`src/hw/rtl/dcdf_pkg.sv`:
```
// shared constants, types and coefficient table for the dual-channel decimating fir
`default_nettype none

package dcdf_pkg;

  localparam int TAP_COUNT  = 17;
  localparam int DECIMATION = 10;
  localparam int COEF_COUNT = 17;
  localparam int COEF_SHIFT = 16;

  localparam int SAMPLE_W = 16;
  localparam int COEF_W   = 16;
  localparam int PROD_W   = SAMPLE_W + COEF_W;
  // coefficients sum below 2^16, so the full sum stays below 2^32
  localparam int ACC_W    = SAMPLE_W + COEF_SHIFT;
  localparam int TAP_IDX_W = (TAP_COUNT > 1) ? $clog2(TAP_COUNT) : 1;
  localparam int PHASE_W   = (DECIMATION > 1) ? $clog2(DECIMATION) : 1;

  typedef struct packed {
    logic [SAMPLE_W-1:0] accel;
    logic [SAMPLE_W-1:0] gyro;
  } sample_pair_t;

  // q0.16 low-pass taps, zero past the end of the table
  function automatic logic [COEF_W-1:0] coef_at(input logic [TAP_IDX_W-1:0] k);
    logic [COEF_W-1:0] c;
    unique case (int'(k))
      0:       c = COEF_W'(567);
      1:       c = COEF_W'(829);
      2:       c = COEF_W'(1570);
      3:       c = COEF_W'(2693);
      4:       c = COEF_W'(4035);
      5:       c = COEF_W'(5391);
      6:       c = COEF_W'(6550);
      7:       c = COEF_W'(7328);
      8:       c = COEF_W'(7602);
      9:       c = COEF_W'(7328);
      10:      c = COEF_W'(6550);
      11:      c = COEF_W'(5391);
      12:      c = COEF_W'(4035);
      13:      c = COEF_W'(2693);
      14:      c = COEF_W'(1570);
      15:      c = COEF_W'(829);
      16:      c = COEF_W'(567);
      default: c = '0;
    endcase
    return c;
  endfunction

endpackage

`default_nettype wire

```
`src/hw/rtl/dcdf_cell.sv`:
```
// one history slot holding a gyro and an accelerometer sample
`default_nettype none

module dcdf_cell (
  input  wire logic                  clk_i,
  input  wire logic                  rst_ni,
  input  wire logic                  en_i,
  input  wire dcdf_pkg::sample_pair_t prev_i,
  output      dcdf_pkg::sample_pair_t data_o
);
  import dcdf_pkg::*;

  sample_pair_t data_q;

  always_ff @(posedge clk_i or negedge rst_ni) begin
    if (!rst_ni) begin
      data_q <= '0;
    end else if (en_i) begin
      data_q <= prev_i;
    end
  end

  assign data_o = data_q;

endmodule

`default_nettype wire

```
`src/hw/rtl/dcdf_mac.sv`:
```
// registered multiply followed by an accumulator, one channel
`default_nettype none

module dcdf_mac (
  input  wire logic                          clk_i,
  input  wire logic                          rst_ni,
  input  wire logic                          clear_i,
  input  wire logic                          en_i,
  input  wire logic [dcdf_pkg::SAMPLE_W-1:0] sample_i,
  input  wire logic [dcdf_pkg::COEF_W-1:0]   coef_i,
  output      logic [dcdf_pkg::ACC_W-1:0]    acc_o
);
  import dcdf_pkg::*;

  logic [PROD_W-1:0] prod_q;
  logic              prod_vld_q;
  logic [ACC_W-1:0]  acc_q;
  logic [ACC_W-1:0]  acc_d;

  always_comb begin
    acc_d = acc_q;
    if (clear_i) begin
      acc_d = '0;
    end else if (prod_vld_q) begin
      acc_d = acc_q + ACC_W'(prod_q);
    end
  end

  always_ff @(posedge clk_i or negedge rst_ni) begin
    if (!rst_ni) begin
      prod_vld_q <= 1'b0;
    end else begin
      prod_vld_q <= en_i;
    end
  end

  always_ff @(posedge clk_i) begin
    prod_q <= PROD_W'(sample_i) * PROD_W'(coef_i);
    acc_q  <= acc_d;
  end

  assign acc_o = acc_q;

endmodule

`default_nettype wire

```
`src/hw/rtl/dual_channel_decimating_fir_top.sv`:
```
// top level: sample history chain, two macs and the decimation control
//
// channel   dir  tdata fields (low bit up)                 beat
// s_axis    in   gyro_sample[15:0], accel_sample[31:16]    one sample pair
// m_axis    out  gyro_filtered[15:0], accel_filtered[31:16] one filtered pair
//
// a sample beat is taken while idle and shifted into the cell chain.
// on every DECIMATION-th beat the chain rotates once round, one shared
// coefficient feeding a multiplier per channel, then a drain state and a
// load state for the output register, all with tready low.
// a result is held while the next beats come in; the rotation waits to
// load only if the last result is unread.
// reset clears the history to zero and the phase count to zero.
`default_nettype none

module dual_channel_decimating_fir_top (
  input  wire logic        clk_i,
  input  wire logic        rst_ni,
  input  wire logic        s_axis_tvalid_i,
  output      logic        s_axis_tready_o,
  input  wire logic [31:0] s_axis_tdata_i,  // gyro_sample, accel_sample
  output      logic        m_axis_tvalid_o,
  input  wire logic        m_axis_tready_i,
  output      logic [31:0] m_axis_tdata_o   // gyro_filtered, accel_filtered
);
  import dcdf_pkg::*;

  typedef enum logic [1:0] {
    ST_IDLE,
    ST_RUN,
    ST_DRAIN,
    ST_HOLD
  } state_e;

  localparam logic [TAP_IDX_W-1:0] TapLast   = TAP_IDX_W'(TAP_COUNT - 1);
  localparam logic [PHASE_W-1:0]   PhaseLast = PHASE_W'(DECIMATION - 1);

  state_e               state_q;
  logic [TAP_IDX_W-1:0] step_q;
  logic [PHASE_W-1:0]   phase_q;
  logic                 out_vld_q;
  logic [SAMPLE_W-1:0]  out_gyro_q;
  logic [SAMPLE_W-1:0]  out_accel_q;

  logic                 in_acc;
  logic                 last_beat;
  logic                 rotating;
  logic                 chain_en;
  logic                 out_free;
  sample_pair_t         new_pair;
  sample_pair_t         cell_in [TAP_COUNT];
  sample_pair_t         cell_out[TAP_COUNT];
  logic [COEF_W-1:0]    coef;
  logic [ACC_W-1:0]     gyro_acc;
  logic [ACC_W-1:0]     accel_acc;

  assign s_axis_tready_o = (state_q == ST_IDLE);
  assign in_acc          = s_axis_tvalid_i && s_axis_tready_o;
  assign last_beat       = (phase_q == PhaseLast);
  assign rotating        = (state_q == ST_RUN);
  assign chain_en        = in_acc || rotating;
  assign out_free        = !out_vld_q || m_axis_tready_i;

  assign new_pair.gyro  = s_axis_tdata_i[15:0];
  assign new_pair.accel = s_axis_tdata_i[31:16];

  // the head takes a new sample on a beat, or the tail sample while rotating
  assign cell_in[0] = rotating ? cell_out[TAP_COUNT-1] : new_pair;

  for (genvar k = 1; k < TAP_COUNT; k++) begin : g_link
    assign cell_in[k] = cell_out[k-1];
  end

  for (genvar k = 0; k < TAP_COUNT; k++) begin : g_cell
    dcdf_cell u_cell (
      .clk_i  (clk_i),
      .rst_ni (rst_ni),
      .en_i   (chain_en),
      .prev_i (cell_in[k]),
      .data_o (cell_out[k])
    );
  end

  // the tail holds the oldest slot first, then steps towards the newest
  assign coef = coef_at(TapLast - step_q);

  dcdf_mac u_mac_gyro (
    .clk_i    (clk_i),
    .rst_ni   (rst_ni),
    .clear_i  (in_acc && last_beat),
    .en_i     (rotating),
    .sample_i (cell_out[TAP_COUNT-1].gyro),
    .coef_i   (coef),
    .acc_o    (gyro_acc)
  );

  dcdf_mac u_mac_accel (
    .clk_i    (clk_i),
    .rst_ni   (rst_ni),
    .clear_i  (in_acc && last_beat),
    .en_i     (rotating),
    .sample_i (cell_out[TAP_COUNT-1].accel),
    .coef_i   (coef),
    .acc_o    (accel_acc)
  );

  always_ff @(posedge clk_i or negedge rst_ni) begin
    if (!rst_ni) begin
      state_q     <= ST_IDLE;
      step_q      <= '0;
      phase_q     <= '0;
      out_vld_q   <= 1'b0;
      out_gyro_q  <= '0;
      out_accel_q <= '0;
    end else begin
      // in the load state the output register is handled below
      if (out_vld_q && m_axis_tready_i && (state_q != ST_HOLD)) begin
        out_vld_q <= 1'b0;
      end
      unique case (state_q)
        ST_IDLE: begin
          if (in_acc) begin
            if (last_beat) begin
              phase_q <= '0;
              step_q  <= '0;
              state_q <= ST_RUN;
            end else begin
              phase_q <= phase_q + PHASE_W'(1);
            end
          end
        end
        ST_RUN: begin
          if (step_q == TapLast) begin
            state_q <= ST_DRAIN;
          end else begin
            step_q <= step_q + TAP_IDX_W'(1);
          end
        end
        ST_DRAIN: begin
          state_q <= ST_HOLD;
        end
        ST_HOLD: begin
          if (out_free) begin
            out_vld_q   <= 1'b1;
            out_gyro_q  <= gyro_acc[ACC_W-1:COEF_SHIFT];
            out_accel_q <= accel_acc[ACC_W-1:COEF_SHIFT];
            state_q     <= ST_IDLE;
          end
        end
        default: begin
          state_q <= ST_IDLE;
        end
      endcase
    end
  end

  assign m_axis_tvalid_o = out_vld_q;
  assign m_axis_tdata_o  = {out_accel_q, out_gyro_q};

endmodule

`default_nettype wire
```
`config.mk`:
```
export PLATFORM = sky130hd
export DESIGN_NAME = dual_channel_decimating_fir_top
export DESIGN_NICKNAME = d
export VERILOG_FILES = /design/src/hw/rtl/dcdf_pkg.sv /design/src/hw/rtl/dcdf_cell.sv /design/src/hw/rtl/dcdf_mac.sv /design/src/hw/rtl/dual_channel_decimating_fir_top.sv
export SDC_FILE = /design/constraint.sdc
export NUM_CORES = 2
export LEC_CHECK = 0
export BUFFER_PORTS_ARGS = -buffer_cell sky130_fd_sc_hd__buf_2
export CAP_MARGIN = 15
export CORE_MARGIN = 3
export CORE_UTILIZATION = 25
export DETAILED_ROUTE_END_ITERATION = 8
export GPL_TIMING_DRIVEN = 0
export SLEW_MARGIN = 20
export SYNTH_ARGS = -nofsm -noshare
export SYNTH_HDL_FRONTEND = slang
export SYNTH_SLANG_ARGS = --single-unit
```
`constraint.sdc`:
```
create_clock -name clk_i -period 7.83 [get_ports clk_i]
set_input_delay 0.3915 -clock clk_i [delete_from_list [all_inputs] [get_ports clk_i]]
set_output_delay 0.3915 -clock clk_i [all_outputs]
set_load 0.03 [all_outputs]
```
Yosys cells after proc, flatten, opt, wreduce, memory -nomap -nowiden
Memory sizes are Yosys's and may differ from the RTL's. Cells that the tools add are included. W data, S select, Z words.

Bits in read-only memories: 416. Input port bits: 36. Word-level logic and storage cells: 91. Bits in registers: 717. Memories: 1. Output and inout bits: 34.

Memories: (name not given) (words 32, bits a word 13, rd ports 1, clocked after memory_dff 0, write ports 0, RTL line dcdf_pkg.sv:27) `unique case (int'(k))`.

$add $sub $neg: 5. $mul: 2. Muxes and demuxes: 14. Equal/unequal tests: 11. Reductions and logical operators: 13.

Operator list (number): $add A32 B32 Y32 (2); $mul A16 B16 Y32 (2); $mux W32 (1); $mux W5 (3); $pmux W5 S2 (1); $mux W2 (4); $pmux W2 S4 (1); $reduce_and A4 Y1 (2); $ne A2 B1 Y1 const B (3); $ne A2 B2 Y1 const B (3); $add A5 B1 Y5 const B (1); $eq A5 B5 Y1 const B (1); $sub A5 B5 Y5 const A (1); $add A4 B1 Y4 const B (1); $eq A2 B2 Y1 const B (2); $eq A4 B4 Y1 const B (1); $logic_and A1 B1 Y1 (4); $mux W4 (1); $reduce_and A2 Y1 (2); $mux W1 (3); $eq A2 B1 Y1 const B (1); $logic_not A2 Y1 (1); $logic_or A1 B1 Y1 (2); $reduce_bool A2 Y1 (1); $logic_not A1 Y1 (1).

Depth between registers and ports, before layout
Depth after elaboration: 5. Depth in mapped cells: 33. Gate-level depth less buffers: 30.

Modules after synthesis
Synthesis repeated with hierarchy kept, for this count alone.

Cell total of the unflattened synthesis: 4152. Area, all modules: 49576.3 um^2.

Modules (own cells, without submodules): dcdf_cell (area each 1345.0 um^2, cells an instance 68, seq. area each 800.8 um^2, instances 17); dcdf_mac (u_mac_accel) (area each 12047.8 um^2, cells an instance 1374, seq. area each 1306.3 um^2, instances 1); dcdf_mac (u_mac_gyro) (area each 11801.3 um^2, cells an instance 1357, seq. area each 1306.3 um^2, instances 1); dual_channel_decimating_fir_top (area each 2861.5 um^2, cells an instance 265, seq. area each 1101.1 um^2, instances 1).

Worst setup path after synthesis
No wires, ideal clock.

Kind: register to register. Start: register step_q[0]. End: register u_mac_accel.prod_q[29]. Required time: 7.708 ns. Data arrival time: 7.310 ns. Stages on the path, launching flop included: 30. Path buffers: 3. Path slack: 0.398 ns. Clock period less this slack: 7.432 ns. Setup time: 0.122 ns. Cell sequence: dfrtp_1 > clkbuf_1 > inv_1 > ha_1 > inv_1 > nor3_1 > ha_1 > clkbuf_1 > nand4_1 > o21ai_1 > clkbuf_1 > and2_1 > fa_1 > inv_1 > fa_1 > fa_1 > inv_1 > fa_1 > fa_1 > inv_1 > fa_1 > inv_1 > ha_1 > a21o_1 > nand3_1 > a21oi_1 > o21a_1 > o21a_1 > a311o_1 > a311o_1.

Longest elaborated chain between the ends: 3.

RTL lines: start, declared (RTL line dual_channel_decimating_fir_top.sv:39) `logic [TAP_IDX_W-1:0] step_q;`; start signal, assigned (RTL line dual_channel_decimating_fir_top.sv:136) `step_q <= step_q + TAP_IDX_W'(1);`; $sub A5 B5 Y5 (RTL line dual_channel_decimating_fir_top.sv:85) `assign coef = coef_at(TapLast - step_q);`; $mem_v2 Z32 W13; $mul A16 B16 Y32 (RTL line dcdf_mac.sv:38) `prod_q <= PROD_W'(sample_i) * PROD_W'(coef_i);`; end signal, assigned (RTL line dcdf_mac.sv:38); end, declared (RTL line dcdf_mac.sv:15) `logic [PROD_W-1:0] prod_q;`.

Every way passes these cells. A chain may end at the register's enable or synchronous reset.

Worst setup path after layout
Start: register step_q[1]. End: register u_mac_gyro.prod_q[27].

Longest elaborated chain between the ends: 3.

RTL lines (RTL line): $sub A5 B5 Y5 (dual_channel_decimating_fir_top.sv:85); $mem_v2 Z32 W13; $mul A16 B16 Y32 (dcdf_mac.sv:38); end signal, assigned (dcdf_mac.sv:38); end, declared (dcdf_mac.sv:15).

Every way passes these cells.

==> metrics.cfg <==
[run_status]
status=finished, violations left
violations=design-rule violations

[die]
die_h_um=425
coreArea_um2=174000
initial_core_util=0.252
rows=153
dieArea_um2=180000
die_w_um=425
ioPinCount=70

[clocking]
cts_buffers=75
clk_pin_slew_ps=60
htreeDepth=3
cts.sinks=715
clock_path_buffers=3
clk_latency_ps=640
cts_tree=built
clockRootBuffer=clkbuf_16

[sta]
post-route-min-period_ps=7590
slew_headroom=0.223
fin_crit_sh=0.969
worstMarginPinSlew_ps=1160
hold_violations=0
finalSetupViolCount=0
worst_clock_skew_ps=21.1
maxSlewViolCount=0
hold_ws_ps=67.4
max_freq_mhz=132

[worst_setup_path]
crit_buf_inv=8
startpoint_type=register
cp.arrival_ps=8120
cp-end-kind=register
cpPeakStageDelay_ps=570
cp_slowest_cell=fa_1
r2r_slack_ps=240
cp_top_family=adder cells
crit_top_cell=fa_1
required_ps=8370
path_max_fanout=10
worstRegToRegCells=27
timing.rr.end=u_mac_gyro.prod_q[27]$_DFF_P_
worstSetupPathType=register to register
r2r-start=step_q[1]$_DFFE_PN0P_

[synthesis]
ys_seq_elements=715
synth_flop_cell=dfrtp_1
yosysSeqAreaShare=0.394
syn_inst=3920
synthSimpleGateAreaFrac=0.0832
syn_nets=4546
ys_warn_count=0
synth_area_per_cell_um2=11.2
synth_area_um2=43800
synthAdderAreaFrac=0.221
synth_top_family_by_area=adder cells
synth_edf_count=0
ys_types=83
synth_compound_area_frac=0.0700
async_flop_share=0.824
synth_xor_area_frac=0.0208
muxShareOfSynthArea=0.154

[finish]
area_growth_syn_to_layout_pct=14.8
drive_above_1_share=0.222
final_core_util=0.289
layout.nets=4717

[grt]
grt_pass1_vias=29400
grt-ovfl-total=0
grt_max_degree=97
track_usage=0.117
grt_pass1_wl_mm=169
antenna_found_initial=9

[min_path]
hp-start=s_axis_tdata_i[25]
min_to=g_cell[0].u_cell.data_o[25]$_DFFE_PN0P_
worst_hold_path.num_cells=3
hp-class=input pin to register

[placed_design]
gp_congestion=0.911
hpwl_mm=81.9
portBuffers=69

[detailed_routing]
drt-initial-drc-count=1588
wl_per_cell_um=16.3
drtPass1Iterations=8
routed-via-count=28200
wirelength_mm=105
drc_errors=2
antenna_left=0
via_per_inst=4.35

[flow_run]
max_cap_violations=0

## timing repair
item                                    in CTS  in global routing
pin swaps                                    7                 15
hold endpoints to repair                    84                  0
setup buffers                                6                 15
endpoints found under the setup margin      41                 21
resized for setup                           72                 75
hold buffers                                 2                  0
## worst max-delay path by stage
stage                           from                              to  cells after the start
5_1_grt        step_q[1]$_DFFE_PN0P_  u_mac_accel.prod_q[29]$_DFF_P_                     29
3_5_place_dp   step_q[0]$_DFFE_PN0P_   u_mac_gyro.prod_q[27]$_DFF_P_                     28
2_1_floorplan  step_q[0]$_DFFE_PN0P_  u_mac_accel.prod_q[29]$_DFF_P_                     29
6_report       step_q[1]$_DFFE_PN0P_   u_mac_gyro.prod_q[27]$_DFF_P_                     27
4_1_cts        step_q[1]$_DFFE_PN0P_   u_mac_gyro.prod_q[28]$_DFF_P_                     32
3_3_place_gp                  rst_ni      out_accel_q[9]$_DFFE_PN0P_                      1
## layout by cell type (no fill, tap or decap), drive strengths merged, types with 5 or more instances in the layout
| cell type | netlist | routed |
|---|---|---|
| o21bai | 20 | 20 |
| and3 | 12 | 12 |
| xor2 | 42 | 42 |
| nor2 | 104 | 104 |
| o21ai | 133 | 133 |
| dfxtp | 126 | 126 |
| a21oi | 143 | 143 |
| inv | 456 | 461 |
| a211oi | 24 | 24 |
| nand2b | 12 | 12 |
| or3 | 6 | 6 |
| clkinv | 1 | 21 |
| nor2b | 13 | 13 |
| nor3 | 26 | 26 |
| ha | 286 | 286 |
| xnor2 | 61 | 61 |
| nand2 | 363 | 363 |
| a31oi | 16 | 16 |
| mux2i | 57 | 57 |
| o31a | 6 | 6 |
| o31ai | 9 | 9 |
| fa | 304 | 304 |
| clkbuf | 122 | 210 |
| nand3 | 24 | 24 |
| o21a | 15 | 15 |
| nor3b | 5 | 5 |
| mux2 | 547 | 547 |
| nand4 | 29 | 29 |
| dfrtp | 589 | 589 |
| o211ai | 10 | 10 |
| a21boi | 5 | 5 |
| buf | 74 | 182 |
| a21o | 46 | 46 |
| and2 | 171 | 171 |
## registers in the layout (all words and copies together), names as in the netlist
name / cells
u_mac_gyro.acc_o: 32
u_mac_accel.prod_q: 31
state_q: 2
u_mac_gyro.prod_q: 31
g_cell.u_cell.data_o: 544
m_axis_tvalid_o: 1
step_q: 5
u_mac_accel.acc_o: 32
u_mac_accel.prod_vld_q: 1
out_gyro_q: 16
out_accel_q: 16
phase_q: 4
## synth_stat cells, types with 12 or more instances
library cell	count	area (µm²)
dfxtp_1	126	2520
clkbuf_1	120	450
mux2_2	547	6160
buf_2	60	300
a21oi_1	142	711
a21o_1	45	338
a31oi_1	16	100
xnor2_1	60	526
a211oi_1	22	165
and2_1	170	1060
ha_1	286	3580
o21bai_1	20	150
nand4_1	29	181
nor2_1	104	390
xor2_1	42	368
mux2i_1	57	571
o21ai_0	128	641
nor3_1	25	125
fa_1	304	6090
dfrtp_1	589	14700
nand2b_1	12	75.1
inv_1	456	1710
o21a_1	15	113
nand3_1	24	120
nor2b_1	13	81.3
nand2_1	363	1360
## layout make-up
cell class              count  area, µm²
diodes                      4       10.0
plain buffers             191        975
clock buffers             104       2090
clock inverters            31        358
fillers                 17800     124000
inverters                 457       1720
multi-input cells        2552      24200
flip-flops and latches    715      17300
well taps                2325       2910
repair buffers             99        729
## cell families (layout without fill, tap and decap cells)
kind of cell	count (synthesis)	after routing
buf+inv	653	882
xor+xnor	103	103
other cells	0	4
mux	604	604
flops	715	715
fa+ha+maj	590	590
compound gates	480	480
simple gates	775	775
## stage by stage
stage | worst slack (ps) | std cells | setup TNS, ps | cell area, µm²
floorplan | 398 | 3920 | 0 | 43800
detailed placement | -1590 | 6321 | -42030 | 47300
CTS | 3.87 | 6462 | 0 | 50000
global placement | -5840 | 6314 | -3386890 | 47100
finish | 244 | 6478 | 0 | 50300
global route | -55.3 | 6476 | -224 | 50300
## routing by layer
layer | vias to the layer above | share of wire | track usage
met5 | - | 0.00012 | 0
met4 | 2 | 0.033 | 0.0402
met3 | 182 | 0.040 | 0.0148
met2 | 578 | 0.49 | 0.204
met1 | 14100 | 0.43 | 0.148
li1 | 13400 | - | -
## worst min-delay path: stages
cell	delay [ps]
buf_2	70
mux2i_1	50
o21ai_0	140
Power is left out: the tool's default activity adds up to more than one toggle a clock period on the data nets, which glitch-free logic cannot reach.
